<file path="src/rtl/mlfq_pkg.sv">
// ----------------------------------------------------------------------------
// mlfq_pkg
// Shared widths, operation codes, sequencer states and unit control types of
// the MLFQ priority update engine.
// ----------------------------------------------------------------------------
`timescale 1ns / 1ps
`default_nettype none

package mlfq_pkg;

  // Field widths of the input and result words
  localparam int FUNC_W  = 3;
  localparam int TIDX_W  = 6;
  localparam int NICE_W  = 6;
  localparam int READY_W = 7;
  localparam int PRIO_W  = 6;
  localparam int RCPU_W  = 32;
  localparam int LOAD_W  = 32;
  localparam int LAVG_W  = 13;
  localparam int TBL_W   = RCPU_W + NICE_W;

  // Operation codes
  localparam logic [FUNC_W-1:0] FN_TICK  = 3'd0;
  localparam logic [FUNC_W-1:0] FN_LOAD  = 3'd1;
  localparam logic [FUNC_W-1:0] FN_DECAY = 3'd2;
  localparam logic [FUNC_W-1:0] FN_NICE  = 3'd3;
  localparam logic [FUNC_W-1:0] FN_QUERY = 3'd4;

  // Limits
  localparam int PRI_TOP   = 63;
  localparam int READY_MAX = 64;
  localparam logic signed [NICE_W-1:0] NICE_HI = 6'sd20;
  localparam logic signed [NICE_W-1:0] NICE_LO = -6'sd20;

  typedef enum logic [3:0] {
    ST_CLEAR,
    ST_IDLE,
    ST_MOD,
    ST_READ,
    ST_LATCH,
    ST_DISPATCH,
    ST_DIV,
    ST_MUL,
    ST_WRITE,
    ST_FMT_A,
    ST_FMT_B
  } mlfq_state_e;

  typedef enum logic {
    MDU_MUL,
    MDU_DIV
  } mdu_op_e;

  typedef struct packed {
    logic    start;
    mdu_op_e op;
  } mdu_ctl_t;

  typedef struct packed {
    logic busy;
    logic done;
  } mdu_sts_t;

endpackage

`default_nettype wire

</file>
<file path="src/rtl/mlfq_priority_update_engine.sv">
// ----------------------------------------------------------------------------
// mlfq_priority_update_engine
// Per word: capture, index wrap, table read and latch, dispatch, then the serial unit (divide
// then multiply for a non-idle decay, multiply for a load update), table write and formatting.
// One word in flight: the next word is taken only after its result is loaded for output,
// which index wrapping and a stalled older result both delay.
// Reset: load cleared at once; a clearing pass then zeroes the table, input stalled.
// ----------------------------------------------------------------------------
`timescale 1ns / 1ps
`default_nettype none

module mlfq_priority_update_engine
  import mlfq_pkg::*;
#(
  parameter int THREAD_SLOTS  = 64,
  parameter int FRACTION_BITS = 14
) (
  input  wire logic                      clk_i,
  input  wire logic                      rst_ni,
  // input word channel
  input  wire logic                      in_valid_i,
  output logic                           in_stall_o,
  input  wire logic        [FUNC_W-1:0]  func_i,
  input  wire logic        [TIDX_W-1:0]  thread_index_i,
  input  wire logic                      is_idle_i,
  input  wire logic signed [NICE_W-1:0]  nice_value_i,
  input  wire logic        [READY_W-1:0] ready_count_i,
  // result word channel
  output logic                           out_valid_o,
  input  wire logic                      out_stall_i,
  output logic             [PRIO_W-1:0]  priority_res_o,
  output logic signed      [RCPU_W-1:0]  recent_cpu_x100_o,
  output logic             [LAVG_W-1:0]  load_avg_x100_o,
  output logic signed      [NICE_W-1:0]  nice_out_o
);

  localparam int IDX_W   = $clog2(THREAD_SLOTS);
  localparam int ACC_W   = 33 + FRACTION_BITS;
  localparam int SLOT_CW = $clog2(THREAD_SLOTS + 1);
  localparam int CMP_W   = (SLOT_CW > TIDX_W) ? SLOT_CW : TIDX_W;
  // 59/60 and 1/60 in fixed point, truncated
  localparam int C59     = (59 * (1 << FRACTION_BITS)) / 60;
  localparam int C1      = (1 << FRACTION_BITS) / 60;
  localparam logic [RCPU_W-1:0] ONE_FP = RCPU_W'(1) << FRACTION_BITS;

  mlfq_state_e state_q, state_d;

  // Clearing pass address
  logic [IDX_W-1:0] clr_q, clr_d;

  // Captured input word
  logic        [FUNC_W-1:0]  func_q;
  logic        [TIDX_W-1:0]  red_q;
  logic                      idle_q;
  logic signed [NICE_W-1:0]  nicein_q;
  logic        [READY_W-1:0] ready_q;
  logic                      red_ge;

  // Working copy of the addressed entry and the load average
  logic signed [RCPU_W-1:0]  recent_q;
  logic signed [NICE_W-1:0]  nice_q;
  logic        [LOAD_W-1:0]  load_q;

  // Result register
  logic                      out_valid_q;
  logic        [PRIO_W-1:0]  prio_q;
  logic signed [RCPU_W-1:0]  rcpu_q;
  logic        [LAVG_W-1:0]  lavg_q;
  logic signed [NICE_W-1:0]  nout_q;
  logic                      out_load;

  // Table port signals
  logic             mem_we, mem_re;
  logic [IDX_W-1:0] mem_waddr, addr;
  logic [TBL_W-1:0] mem_wdata, mem_rdata;

  // Shared unit
  mdu_ctl_t         mdu_ctl;
  mdu_sts_t         mdu_sts;
  logic [ACC_W-1:0] mdu_a, mdu_b, mdu_res;

  // Formatter
  logic                     fmt_cap;
  logic        [PRIO_W-1:0] fmt_prio;
  logic signed [RCPU_W-1:0] fmt_rcpu;
  logic        [LAVG_W-1:0] fmt_lavg;

  // Decay and load update results
  logic        [RCPU_W-1:0] rmag;
  logic        [RCPU_W-1:0] dec_mag;
  logic signed [RCPU_W-1:0] dec_val;
  logic        [LOAD_W-1:0] load_new;

  // Index wraps by repeated subtraction of the table depth
  assign red_ge = CMP_W'(red_q) >= CMP_W'(THREAD_SLOTS);
  assign addr   = IDX_W'(red_q);

  always_comb begin
    rmag     = recent_q[RCPU_W-1] ? RCPU_W'(-recent_q) : RCPU_W'(recent_q);
    // Product magnitude is floored, so negating gives truncation toward zero
    dec_mag  = RCPU_W'(mdu_res >> FRACTION_BITS);
    dec_val  = (recent_q[RCPU_W-1] ? -signed'(dec_mag) : signed'(dec_mag))
             + (RCPU_W'(nice_q) <<< FRACTION_BITS);
    load_new = LOAD_W'(mdu_res >> FRACTION_BITS) + (LOAD_W'(C1) * LOAD_W'(ready_q));
  end

  // --------------------------------------------------------------------------
  // Sequencer: next state
  // --------------------------------------------------------------------------
  always_comb begin
    state_d = state_q;
    unique case (state_q)
      ST_CLEAR: begin
        if (clr_q == IDX_W'(THREAD_SLOTS - 1)) state_d = ST_IDLE;
      end
      ST_IDLE: begin
        if (in_valid_i) state_d = ST_MOD;
      end
      ST_MOD: begin
        if (!red_ge) state_d = ST_READ;
      end
      ST_READ:  state_d = ST_LATCH;
      ST_LATCH: state_d = ST_DISPATCH;
      ST_DISPATCH: begin
        if (func_q == FN_LOAD) begin
          state_d = ST_MUL;
        end else if (func_q == FN_DECAY && !idle_q) begin
          state_d = ST_DIV;
        end else begin
          state_d = ST_WRITE;
        end
      end
      ST_DIV: begin
        if (mdu_sts.done) state_d = ST_MUL;
      end
      ST_MUL: begin
        if (mdu_sts.done) state_d = ST_WRITE;
      end
      ST_WRITE: state_d = ST_FMT_A;
      ST_FMT_A: state_d = ST_FMT_B;
      ST_FMT_B: begin
        if (out_load) state_d = ST_IDLE;
      end
      default: state_d = ST_IDLE;
    endcase
  end

  // --------------------------------------------------------------------------
  // Sequencer: outputs
  // --------------------------------------------------------------------------
  always_comb begin
    mem_we      = 1'b0;
    mem_waddr   = addr;
    mem_wdata   = {nice_q, recent_q};
    mem_re      = 1'b0;
    mdu_ctl     = '{start: 1'b0, op: MDU_MUL};
    mdu_a       = ACC_W'(load_q);
    mdu_b       = ACC_W'(C59);
    fmt_cap     = 1'b0;
    out_load    = 1'b0;
    clr_d       = clr_q;
    unique case (state_q)
      ST_CLEAR: begin
        // zero one entry a cycle
        mem_we    = 1'b1;
        mem_waddr = clr_q;
        mem_wdata = '0;
        clr_d     = clr_q + IDX_W'(1);
      end
      ST_READ: mem_re = 1'b1;
      ST_DISPATCH: begin
        if (func_q == FN_LOAD) begin
          // load * 59/60
          mdu_ctl = '{start: 1'b1, op: MDU_MUL};
        end else if (func_q == FN_DECAY && !idle_q) begin
          // coefficient 2L*F / (2L+F)
          mdu_ctl = '{start: 1'b1, op: MDU_DIV};
          mdu_a   = ACC_W'(load_q) << (FRACTION_BITS + 1);
          mdu_b   = (ACC_W'(load_q) << 1) + ACC_W'(ONE_FP);
        end
      end
      ST_DIV: begin
        // chain the coefficient straight into the multiply
        mdu_a = ACC_W'(rmag);
        mdu_b = mdu_res;
        if (mdu_sts.done) mdu_ctl = '{start: 1'b1, op: MDU_MUL};
      end
      ST_WRITE: mem_we = 1'b1;
      ST_FMT_A: fmt_cap = 1'b1;
      ST_FMT_B: out_load = !out_valid_q || !out_stall_i;
      default: ;
    endcase
  end

  // --------------------------------------------------------------------------
  // Control registers and the load average
  // --------------------------------------------------------------------------
  always_ff @(posedge clk_i or negedge rst_ni) begin
    if (!rst_ni) begin
      state_q     <= ST_CLEAR;
      clr_q       <= '0;
      out_valid_q <= 1'b0;
      load_q      <= '0;
    end else begin
      state_q <= state_d;
      clr_q   <= clr_d;
      if (out_load) begin
        out_valid_q <= 1'b1;
      end else if (!out_stall_i) begin
        out_valid_q <= 1'b0;
      end
      if (state_q == ST_MUL && mdu_sts.done && func_q == FN_LOAD) load_q <= load_new;
    end
  end

  // --------------------------------------------------------------------------
  // Payload registers
  // --------------------------------------------------------------------------
  always_ff @(posedge clk_i) begin
    // capture the input word, saturating nice and ready count
    if (state_q == ST_IDLE && in_valid_i) begin
      func_q  <= func_i;
      red_q   <= thread_index_i;
      idle_q  <= is_idle_i;
      ready_q <= (ready_count_i > READY_W'(READY_MAX)) ? READY_W'(READY_MAX)
                                                       : ready_count_i;
      if (nice_value_i > NICE_HI) begin
        nicein_q <= NICE_HI;
      end else if (nice_value_i < NICE_LO) begin
        nicein_q <= NICE_LO;
      end else begin
        nicein_q <= nice_value_i;
      end
    end
    if (state_q == ST_MOD && red_ge) begin
      red_q <= TIDX_W'(CMP_W'(red_q) - CMP_W'(THREAD_SLOTS));
    end
    if (state_q == ST_LATCH) begin
      recent_q <= mem_rdata[RCPU_W-1:0];
      nice_q   <= mem_rdata[TBL_W-1:RCPU_W];
    end
    // idle thread keeps its tick and niceness
    if (state_q == ST_DISPATCH && !idle_q) begin
      if (func_q == FN_TICK) recent_q <= recent_q + ONE_FP;
      if (func_q == FN_NICE) nice_q   <= nicein_q;
    end
    if (state_q == ST_MUL && mdu_sts.done && func_q != FN_LOAD) recent_q <= dec_val;
    if (out_load) begin
      prio_q <= fmt_prio;
      rcpu_q <= fmt_rcpu;
      lavg_q <= fmt_lavg;
      nout_q <= nice_q;
    end
  end

  // --------------------------------------------------------------------------
  // Submodules
  // --------------------------------------------------------------------------
  mlfq_table #(
    .THREAD_SLOTS(THREAD_SLOTS)
  ) u_table (
    .clk_i  (clk_i),
    .we_i   (mem_we),
    .waddr_i(mem_waddr),
    .wdata_i(mem_wdata),
    .re_i   (mem_re),
    .raddr_i(addr),
    .rdata_o(mem_rdata)
  );

  mlfq_muldiv #(
    .FRACTION_BITS(FRACTION_BITS)
  ) u_muldiv (
    .clk_i (clk_i),
    .rst_ni(rst_ni),
    .ctl_i (mdu_ctl),
    .a_i   (mdu_a),
    .b_i   (mdu_b),
    .sts_o (mdu_sts),
    .res_o (mdu_res)
  );

  mlfq_fmt #(
    .FRACTION_BITS(FRACTION_BITS)
  ) u_fmt (
    .clk_i      (clk_i),
    .cap_i      (fmt_cap),
    .recent_i   (recent_q),
    .nice_i     (nice_q),
    .load_i     (load_q),
    .idle_i     (idle_q),
    .prio_o     (fmt_prio),
    .rcpu_x100_o(fmt_rcpu),
    .lavg_x100_o(fmt_lavg)
  );

  // --------------------------------------------------------------------------
  // Ports
  // --------------------------------------------------------------------------
  assign in_stall_o        = (state_q != ST_IDLE);
  assign out_valid_o       = out_valid_q;
  assign priority_res_o    = prio_q;
  assign recent_cpu_x100_o = rcpu_q;
  assign load_avg_x100_o   = lavg_q;
  assign nice_out_o        = nout_q;

  // --------------------------------------------------------------------------
  // Assertions
  // --------------------------------------------------------------------------
  a_mdu_start_free: assert property (@(posedge clk_i) disable iff (!rst_ni)
    mdu_ctl.start |-> !mdu_sts.busy)
    else $error("shared unit restarted while busy");

  a_mdu_done_state: assert property (@(posedge clk_i) disable iff (!rst_ni)
    mdu_sts.done |-> (state_q == ST_DIV || state_q == ST_MUL))
    else $error("shared unit finished outside a wait state");

  a_load_hold: assert property (@(posedge clk_i) disable iff (!rst_ni)
    (state_q != ST_MUL) |=> $stable(load_q))
    else $error("load average changed outside load update");

  a_out_from_fmt: assert property (@(posedge clk_i) disable iff (!rst_ni)
    $rose(out_valid_o) |-> $past(state_q) == ST_FMT_B)
    else $error("result word raised without formatting");

endmodule

`default_nettype wire

</file>
<file path="src/rtl/mlfq_muldiv.sv">
// ----------------------------------------------------------------------------
// mlfq_muldiv
// Shared bit-serial unit: shift-add multiply or restoring divide, one bit of
// the FRACTION_BITS-wide multiplier or quotient per cycle on one adder.
// ----------------------------------------------------------------------------
`timescale 1ns / 1ps
`default_nettype none

module mlfq_muldiv
  import mlfq_pkg::*;
#(
  parameter  int FRACTION_BITS = 14,
  localparam int ACC_W         = 33 + FRACTION_BITS
) (
  input  wire logic             clk_i,
  input  wire logic             rst_ni,
  input  wire mdu_ctl_t         ctl_i,
  input  wire logic [ACC_W-1:0] a_i,
  input  wire logic [ACC_W-1:0] b_i,
  output mdu_sts_t              sts_o,
  output logic      [ACC_W-1:0] res_o
);

  localparam int CNT_W = $clog2(FRACTION_BITS);
  localparam logic [CNT_W-1:0] LAST = CNT_W'(FRACTION_BITS - 1);

  logic [ACC_W-1:0] x_q, x_d, y_q, y_d, acc_q, acc_d;
  logic [CNT_W-1:0] cnt_q, cnt_d;
  logic             run_q, run_d, done_q, done_d;
  mdu_op_e          op_q, op_d;
  logic [ACC_W-1:0] opa, opb;
  logic             cin;
  logic [ACC_W:0]   sum;

  // One adder: acc + x for multiply, x - y (carry = no borrow) for divide
  always_comb begin
    opa = (op_q == MDU_MUL) ? acc_q : x_q;
    opb = (op_q == MDU_MUL) ? x_q : ~y_q;
    cin = (op_q == MDU_DIV);
    sum = {1'b0, opa} + {1'b0, opb} + {{ACC_W{1'b0}}, cin};
  end

  always_comb begin
    x_d    = x_q;
    y_d    = y_q;
    acc_d  = acc_q;
    cnt_d  = cnt_q;
    run_d  = run_q;
    op_d   = op_q;
    done_d = 1'b0;
    if (ctl_i.start) begin
      op_d  = ctl_i.op;
      acc_d = '0;
      cnt_d = '0;
      run_d = 1'b1;
      x_d   = a_i;
      y_d   = (ctl_i.op == MDU_MUL) ? b_i : (b_i << (FRACTION_BITS - 1));
    end else if (run_q) begin
      y_d = y_q >> 1;
      if (op_q == MDU_MUL) begin
        if (y_q[0]) acc_d = sum[ACC_W-1:0];
        x_d = x_q << 1;
      end else begin
        acc_d = {acc_q[ACC_W-2:0], sum[ACC_W]};
        if (sum[ACC_W]) x_d = sum[ACC_W-1:0];
      end
      cnt_d = cnt_q + CNT_W'(1);
      if (cnt_q == LAST) begin
        run_d  = 1'b0;
        done_d = 1'b1;
      end
    end
  end

  always_ff @(posedge clk_i or negedge rst_ni) begin
    if (!rst_ni) begin
      run_q  <= 1'b0;
      done_q <= 1'b0;
      cnt_q  <= '0;
      op_q   <= MDU_MUL;
    end else begin
      run_q  <= run_d;
      done_q <= done_d;
      cnt_q  <= cnt_d;
      op_q   <= op_d;
    end
  end

  always_ff @(posedge clk_i) begin
    x_q   <= x_d;
    y_q   <= y_d;
    acc_q <= acc_d;
  end

  assign sts_o.busy = run_q;
  assign sts_o.done = done_q;
  assign res_o      = acc_q;

endmodule

`default_nettype wire

</file>
<file path="src/rtl/mlfq_table.sv">
// ----------------------------------------------------------------------------
// mlfq_table
// Per-thread memory of recent CPU and niceness, one write and one registered
// read port.
// ----------------------------------------------------------------------------
`timescale 1ns / 1ps
`default_nettype none

module mlfq_table
  import mlfq_pkg::*;
#(
  parameter  int THREAD_SLOTS = 64,
  localparam int IDX_W        = $clog2(THREAD_SLOTS)
) (
  input  wire logic             clk_i,
  input  wire logic             we_i,
  input  wire logic [IDX_W-1:0] waddr_i,
  input  wire logic [TBL_W-1:0] wdata_i,
  input  wire logic             re_i,
  input  wire logic [IDX_W-1:0] raddr_i,
  output logic      [TBL_W-1:0] rdata_o
);

  logic [TBL_W-1:0] mem_q [THREAD_SLOTS];
  logic [TBL_W-1:0] rdata_q;

  always_ff @(posedge clk_i) begin
    if (we_i) mem_q[waddr_i] <= wdata_i;
  end

  always_ff @(posedge clk_i) begin
    if (re_i) rdata_q <= mem_q[raddr_i];
  end

  assign rdata_o = rdata_q;

endmodule

`default_nettype wire

</file>
<file path="src/rtl/mlfq_fmt.sv">
// ----------------------------------------------------------------------------
// mlfq_fmt
// Result formatter: scales recent CPU and load by 100, forms the priority
// term, then rounds to nearest (ties away from zero) and clamps.
// ----------------------------------------------------------------------------
`timescale 1ns / 1ps
`default_nettype none

module mlfq_fmt
  import mlfq_pkg::*;
#(
  parameter int FRACTION_BITS = 14
) (
  input  wire logic                     clk_i,
  input  wire logic                     cap_i,
  input  wire logic signed [RCPU_W-1:0] recent_i,
  input  wire logic signed [NICE_W-1:0] nice_i,
  input  wire logic        [LOAD_W-1:0] load_i,
  input  wire logic                     idle_i,
  output logic             [PRIO_W-1:0] prio_o,
  output logic signed      [RCPU_W-1:0] rcpu_x100_o,
  output logic             [LAVG_W-1:0] lavg_x100_o
);

  localparam int RX_W = RCPU_W + 7;
  localparam int PX_W = ((FRACTION_BITS + 7 > 30) ? FRACTION_BITS + 7 : 30) + 2;
  localparam logic [RX_W:0]   HALF_R = (RX_W + 1)'(1) << (FRACTION_BITS - 1);
  localparam logic [PX_W-1:0] HALF_P = PX_W'(1) << (FRACTION_BITS - 1);

  logic                   rneg;
  logic [RCPU_W-1:0]      rmag;
  logic [RX_W-1:0]        rx100, lx100;
  logic signed [PX_W-1:0] top_c, nice_c, q4_c, px;

  logic                   rneg_q, idle_q;
  logic [RX_W-1:0]        rx_q, lx_q;
  logic signed [PX_W-1:0] px_q;

  logic [RX_W:0]          rr, lr;
  logic [PX_W-1:0]        pu;

  // Capture stage: magnitudes times 100 and the unrounded priority
  always_comb begin
    rneg   = recent_i[RCPU_W-1];
    rmag   = rneg ? RCPU_W'(-recent_i) : RCPU_W'(recent_i);
    rx100  = (RX_W'(rmag) << 6) + (RX_W'(rmag) << 5) + (RX_W'(rmag) << 2);
    lx100  = (RX_W'(load_i) << 6) + (RX_W'(load_i) << 5) + (RX_W'(load_i) << 2);
    top_c  = PX_W'(PRI_TOP) <<< FRACTION_BITS;
    nice_c = PX_W'(nice_i) <<< (FRACTION_BITS + 1);
    q4_c   = signed'(PX_W'(rmag >> 2));
    px     = top_c - nice_c + (rneg ? q4_c : -q4_c);
  end

  always_ff @(posedge clk_i) begin
    if (cap_i) begin
      rneg_q <= rneg;
      idle_q <= idle_i;
      rx_q   <= rx100;
      lx_q   <= lx100;
      px_q   <= px;
    end
  end

  // Rounding stage
  always_comb begin
    rr          = ({1'b0, rx_q} + HALF_R) >> FRACTION_BITS;
    lr          = ({1'b0, lx_q} + HALF_R) >> FRACTION_BITS;
    pu          = (PX_W'(px_q) + HALF_P) >> FRACTION_BITS;
    rcpu_x100_o = RCPU_W'(rneg_q ? ((RX_W + 1)'(0) - rr) : rr);
    lavg_x100_o = LAVG_W'(lr);
    if (idle_q || px_q[PX_W-1]) begin
      prio_o = '0;
    end else if (pu > PX_W'(PRI_TOP)) begin
      prio_o = PRIO_W'(PRI_TOP);
    end else begin
      prio_o = PRIO_W'(pu);
    end
  end

endmodule

`default_nettype wire

</file>
<file path="config.mk">
export PLATFORM = sky130hd
export DESIGN_NAME = mlfq_priority_update_engine
export DESIGN_NICKNAME = d
export VERILOG_FILES = /design/src/rtl/mlfq_pkg.sv /design/src/rtl/mlfq_priority_update_engine.sv /design/src/rtl/mlfq_muldiv.sv /design/src/rtl/mlfq_table.sv /design/src/rtl/mlfq_fmt.sv
export SDC_FILE = /design/constraint.sdc
export NUM_CORES = 2
export LEC_CHECK = 0
export BUFFER_PORTS_ARGS = -buffer_cell sky130_fd_sc_hd__buf_2
export CAP_MARGIN = 20
export CORE_MARGIN = 1.5
export CORE_UTILIZATION = 65
export CTS_CLUSTER_DIAMETER = 120
export DETAILED_ROUTE_END_ITERATION = 8
export HOLD_SLACK_MARGIN = 0.03
export PLACE_DENSITY_LB_ADDON = 0.08
export SLEW_MARGIN = 5
export SYNTH_ARGS = -nofsm -noshare
export SYNTH_HDL_FRONTEND = slang
export SYNTH_SLANG_ARGS = --single-unit
</file>
<file path="constraint.sdc">
create_clock -name clk_i -period 11.38 [get_ports clk_i]
set_input_delay 2.845 -clock clk_i [delete_from_list [all_inputs] [get_ports clk_i]]
set_output_delay 2.845 -clock clk_i [all_outputs]
set_load 0.02 [all_outputs]
</file>
# After elaboration in Yosys (flattened, before gate mapping)
# Memory sizes are Yosys's and may differ from the RTL's. A register that Yosys moved wholly into a read port is not among the register bits.
# Index checks and enable logic that the tools add are counted.
dict set report classes {
  n_addsub 21
  mul 1
  magnitude_cmp 4
  eq_ne 24
  muxes 60
  n_bitwise 1
  n_reduce_logical 20
}
# operator n
set ops {}
lappend ops {{2-to-1 mux 47 bit} 13}
lappend ops {{2-to-1 mux 32 bit} 7}
lappend ops {{case mux 47 bit (2 select lines)} 2}
lappend ops {{2-to-1 mux 34 bit} 2}
lappend ops {{negation 32 bit} 2}
lappend ops {{adder 27 bit} 2}
lappend ops {{adder 47 x 47 -> 48 bit} 1}
lappend ops {{adder 48 x 1 -> 48 bit} 1}
lappend ops {{inverter 47 bit} 1}
lappend ops {{case mux 4 bit (11 select lines)} 1}
lappend ops {{adder 39 x 14 -> 40 bit (second input constant)} 1}
lappend ops {{adder 38 x 37 -> 39 bit} 1}
lappend ops {{adder 39 x 34 -> 39 bit} 1}
lappend ops {{2-to-1 mux 38 bit} 1}
lappend ops {{2-to-1 mux 4 bit} 9}
lappend ops {{2-to-1 mux 6 bit} 6}
lappend ops {{adder 33 x 15 -> 34 bit (second input constant)} 1}
lappend ops {{adder 32 x 14 -> 32 bit (second input constant)} 1}
lappend ops {{adder 32 x 15 -> 32 bit (second input constant)} 1}
lappend ops {{adder 32 x 16 -> 32 bit} 1}
lappend ops {{adder 32 x 20 -> 32 bit} 1}
lappend ops {{adder 32 bit} 1}
lappend ops {{negation 30 -> 32 bit} 1}
lappend ops {{adder 27 x 14 -> 27 bit (second input constant)} 1}
lappend ops {{other kinds (34)} 72}
dict set report word_totals {
  register_bits 404
  mem_bits_rw 2432
  mem_count 1
}
# name words word_bits rd rd_ports_with_merged_regs wr line
set memory_table {}
lappend memory_table {u_table.mem_q 64 38 1 1 1 mlfq_table.sv:24} ;# logic [TBL_W-1:0] mem_q [THREAD_SLOTS];

# Depth between registers and ports, before layout
dict set report logic_depth {
  word_depth 8
  mapped_depth 25
}

# Modules after synthesis
# A second synthesis with hierarchy kept.
dict set report hier_totals {
  cells_unflattened 7586
  hier_area_um2 124849.7
}
# mod instances cells_each area_per_inst_um2
set modules_own_cells {}
lappend modules_own_cells {mlfq_table 1 3989 93319.5}
lappend modules_own_cells {mlfq_priority_update_engine 1 1368 11828.8}
lappend modules_own_cells {mlfq_muldiv 1 1211 10592.7}
lappend modules_own_cells {mlfq_fmt 1 1018 9108.7}

# Worst setup path after synthesis
# OpenSTA, ideal clock, no wires.
dict set report synth_path {
  path_kind {register to register}
  from {register u_muldiv.op_q, in the netlist u_muldiv.cin}
  to {register u_muldiv.x_q[0] (enable)}
  setup_ns 0.480
  arrival_ns 6.280
  t_required_ns 10.900
  path_slack_ns 4.620
  stages_incl_launch_ff 16
  path_buffers 4
  cell_sequence {dfrtp_1 -> clkbuf_1 -> clkbuf_1 -> clkbuf_1 -> mux2_2 -> ha_1 -> clkbuf_1 -> o21a_1 -> o21bai_1 -> a21o_1 -> a31oi_1 -> nand4b_1 -> a2111oi_0 -> o21a_1 -> o21ai_0 -> a31oi_1}
}
dict set report synth_between {
  elab_chain_cells 5
}
# item line
set synth_lines {}
lappend synth_lines {{start, declared} mlfq_muldiv.sv:30} ;# mdu_op_e op_q, op_d;
lappend synth_lines {{start signal, assigned} mlfq_muldiv.sv:85} ;# op_q <= op_d;
lappend synth_lines {{2-to-1 mux 47 bit (on tied branches)} {mlfq_muldiv.sv:37, mlfq_muldiv.sv:38}}
lappend synth_lines {{adder 47 x 47 -> 48 bit} mlfq_muldiv.sv:40} ;# sum = {1'b0, opa} + {1'b0, opb} + {{ACC_W{1'b0}}, cin};
lappend synth_lines {{adder 48 x 1 -> 48 bit} mlfq_muldiv.sv:40}
lappend synth_lines {{!= test 3 bit (no line) *} n/a}
lappend synth_lines {{AND reduction 2 bit (no line) *} n/a}
lappend synth_lines {{end signal, assigned} mlfq_muldiv.sv:90} ;# x_q <= x_d;
lappend synth_lines {{end, declared} mlfq_muldiv.sv:27} ;# logic [ACC_W-1:0] x_q, x_d, y_q, y_d, acc_q, acc_d;
# Mark *: on every way between the ends. The rest lies on a longest branch, timed or not.
# A chain may end at the register's enable or synchronous reset.

# Worst setup path after layout
dict set report layout_path {
  from {register u_muldiv.op_q, in the netlist u_muldiv.cin}
  to {register u_muldiv.x_q[6] (enable)}
}
# The elaborated chain is that of the path after synthesis.

==> results.py <==
metrics = {
    "floorplanning": {
        "start_util_pct": 65.5,
        "core_area_um2": 188000,
        "num_rows": 159,
        "io_pins": 86,
        "die_x_um": 438,
        "die_h_um": 438,
        "dieArea_um2": 192000,
    },
    "routing": {
        "dr.pass1.iters": 9,
        "drt-initial-drc-count": 9255,
        "ant_nets": 0,
        "num_vias": 69312,
        "wirelength_mm": 334,
        "wire_per_inst_um": 34.1,
        "drcViolationCount": 26,
        "via_per_inst": 7.08,
    },
    "global_routing": {
        "grt_pass1_vias": 68911,
        "grt_pass1_wl_mm": 481,
        "overflow": 0,
        "grt_start_max_net_pins": 120,
        "antenna_found_initial": 10,
        "grt_use_total_pct": 35.1,
    },
    "yosys": {
        "netlist_area_um2": 123000,
        "synthArstFlopShare_pct": 1.76,
        "syn_nets": 7198,
        "ys_seq_area_share_pct": 68.5,
        "yosys_warnings": 0,
        "synth_cell_types": 91,
        "syn_inst": 6897,
        "synth_area_per_cell_um2": 17.8,
        "synth_enable_flop_cells": 2714,
        "synth-main-ff-cell": "edfxtp_1",
        "ys_seq_elements": 2835,
    },
    "layout": {
        "stdcell_area_um2": 137000,
        "areaGrowthSynthToFinish_pct": 11.4,
        "drive_gt1_share_pct": 23.2,
        "fin_nets": 7383,
        "utilization_pct": 72.9,
    },
    "setup_path": {
        "cp-end-kind": "flip-flop",
        "reg2regPathDepth": 13,
        "ff2ff_setup_slack_ns": 4.69,
        "startpoint_type": "flip-flop",
        "required_ns": 11.91,
        "r2r_start": "u_muldiv.cin",
        "crit_type": "reg2reg",
        "crit_path_max_fanout": 98,
        "r2r_end": "u_muldiv.x_q[6]",
        "cp_data_arrival_time_ns": 7.22,
    },
    "clocking": {
        "clk_latency_ns": 0.96,
        "cts-buffers-inserted": 297,
        "clock-sinks": 2835,
        "ctsLongestPathBuffers": 4,
        "clkTransAtPathRegs_ns": 0.06,
        "cts_setup_buffers": 0,
        "ctsHoldBuffers": 0,
        "ctsResizeCount": 0,
        "cts_tree": "built",
        "cts_root_buf": "clkbuf_16",
        "htreeDepth": 5,
    },
    "placement": {
        "portBuffers": 85,
        "place_area_um2": 127000,
        "gp_congestion": 0.978,
        "hpwl_mm": 182,
    },
    "timing": {
        "min_period_ns": 6.69,
        "rsz0062_at_grt": "no",
        "maxSlewViolCount": 0,
        "holdWs_ns": 0.461,
        "relSlewSlack_pct": 25.5,
        "fmax_mhz": 150,
        "finalCritPeriodShare_pct": 58.7,
        "worst_slew_pin_slew_ns": 1.11,
        "finalClockSkew_ns": 0.0617,
        "final_hold_viol_count": 0,
        "final.setup.tns_ns": 0,
        "setup-violations-final": 0,
    },
    "pwr": {
        "ir_drop_v": 0.000232,
        "p_per_area_nw_per_um2": 288,
        "leakage_nw": 45.4,
    },
    "hold_path": {
        "hold_start": "nicein_q[1]",
        "hold_class": "reg2reg",
        "hold_path_depth": 2,
        "min_to": "nice_q[1]",
    },
    "status": {
        "outcome": "finished with violations",
        "violations": "design-rule violations",
    },
    "flow_run": {
        "maxCapViolCount": 0,
    },
}
==> synth_stat cells, types with 103 or more instances <==
master    count  area (um^2)
edfxtp_1   2714        81500
nor2_1      346         1300
nand2_1     309         1160
xnor2_1     162         1420
a21oi_1     259         1300
ha_1        216         2700
clkbuf_1    283         1060
inv_1       133          499
o21ai_0     231         1160
nand3_1     103          515
mux4_2      781        17600
xor2_1      134         1170
==> worst max-delay path, stage by stage (launching register included) <==
cell,delay (ns)
dfrtp_4,0.79
buf_4,0.81
mux2_2,0.41
ha_1,0.34
a211oi_1,0.10
o21ai_0,0.51
nand3_1,0.19
nand3_1,0.29
nand4b_1,0.22
a2111oi_0,0.76
o21a_1,0.27
o21ai_0,0.17
a31oi_4,0.75
buf_4,0.55
==> per-stage QoR <==
stage | cells | setup WS (ns) | total power, mW
floorplan | 6897 | 4.62 | 25.2
global placement | 9267 | 4.95 | 29.3
detailed placement | 9270 | 4.80 | 29.6
CTS | 9784 | 4.83 | 39.3
global route | 9792 | 4.36 | 41.2
finish | 9794 | 4.69 | 39.5
==> logic make-up after synthesis <==
kind of cell	share of synthesized area [%]
XOR/XNOR	2.12
flip-flops	68.5
buffers and inverters	1.61
multiplexers	15.6
AO/OA/AOI/OAI	4.73
AND/OR/NAND/NOR	4.36
adder cells (fa/ha/maj)	3.14
==> how the worst max path moves through the flow <==
stage	startpoint	endpoint	slack [ns]	cells after the start
6_report	u_muldiv.cin	u_muldiv.x_q[6]	4.69	13
5_1_grt	recent_q[0]	u_fmt.rx_q[37]	4.36	18
4_1_cts	recent_q[0]	u_fmt.rx_q[37]	4.83	18
3_5_place_dp	recent_q[0]	u_fmt.rx_q[37]	4.80	18
3_3_place_gp	recent_q[0]	u_fmt.rx_q[37]	4.95	18
2_1_floorplan	u_muldiv.cin	u_muldiv.x_q[0]	4.62	15
==> placed cells by master (no fill, tap or decap), types with 28 or more instances in the layout <==
master     instances
o31ai_1           34
xnor2_1          162
nand4_1           48
edfxtp_1        2714
nor3_1            49
buf_4            171
fa_1              58
bufinv_16         32
inv_1            132
nor2_4            78
and3_1            51
dfrtp_1           49
nor2_1           268
mux2_2            71
a21oi_1          258
nand2b_1          29
o21bai_1          28
buf_2             85
nand2_1          309
mux2i_1           72
mux4_2           781
o211ai_1          38
dfxtp_1           70
a21o_1            59
a31oi_1           44
a211oi_1          36
clkbuf_1          47
clkinv_2          50
nand3_1          103
xor2_1           134
o21ai_0          231
clkbuf_16        308
clkinv_1          53
ha_1             216
==> report_power, final <==
| part | switching [mW] | internal, mW |
|---|---|---|
| combinational | 9.27 | 5.31 |
| clock | 3.99 | 5.69 |
| sequential | 0.800 | 14.4 |
==> layout make-up <==
type | instances | area, um^2
flip-flops and latches | 2835 | 84200
fillers | 10899 | 50800
multi-input cells | 3542 | 37600
clock buffers | 360 | 7950
well taps | 2495 | 3120
repair buffers | 271 | 2000
clock inverters | 154 | 1590
inverters | 135 | 507
diodes | 2 | 5.00
==> layer usage <==
layer  global-route usage [%]  up-vias  share of wire (%)
met1                     48.0    35934                 37
met5                        0        -              0.013
met3                     6.02      809                9.7
met2                     56.9     4446                 49
li1                         -    28117                  -
met4                     14.5        6                4.6
==> registers in the layout, summed over array words and instances, names as in the netlist, 3 cells and up <==
register           cells
state_q                4
load_avg_x100_o       13
clr_q                  6
u_fmt.px_q            19
func_q                 3
ready_q                7
u_table.rdata_o       38
u_muldiv.cnt_q         4
nice_out_o             6
priority_res_o         6
u_table.mem_q       2432
addr                   6
u_muldiv.x_q          47
u_fmt.lx_q            14
recent_q              32
recent_cpu_x100_o     27
u_muldiv.y_q          47
u_fmt.rx_q            26
u_muldiv.res_o        47
nicein_q               6
load_q                32
nice_q                 6
Power figures use the tool's default switching activity.
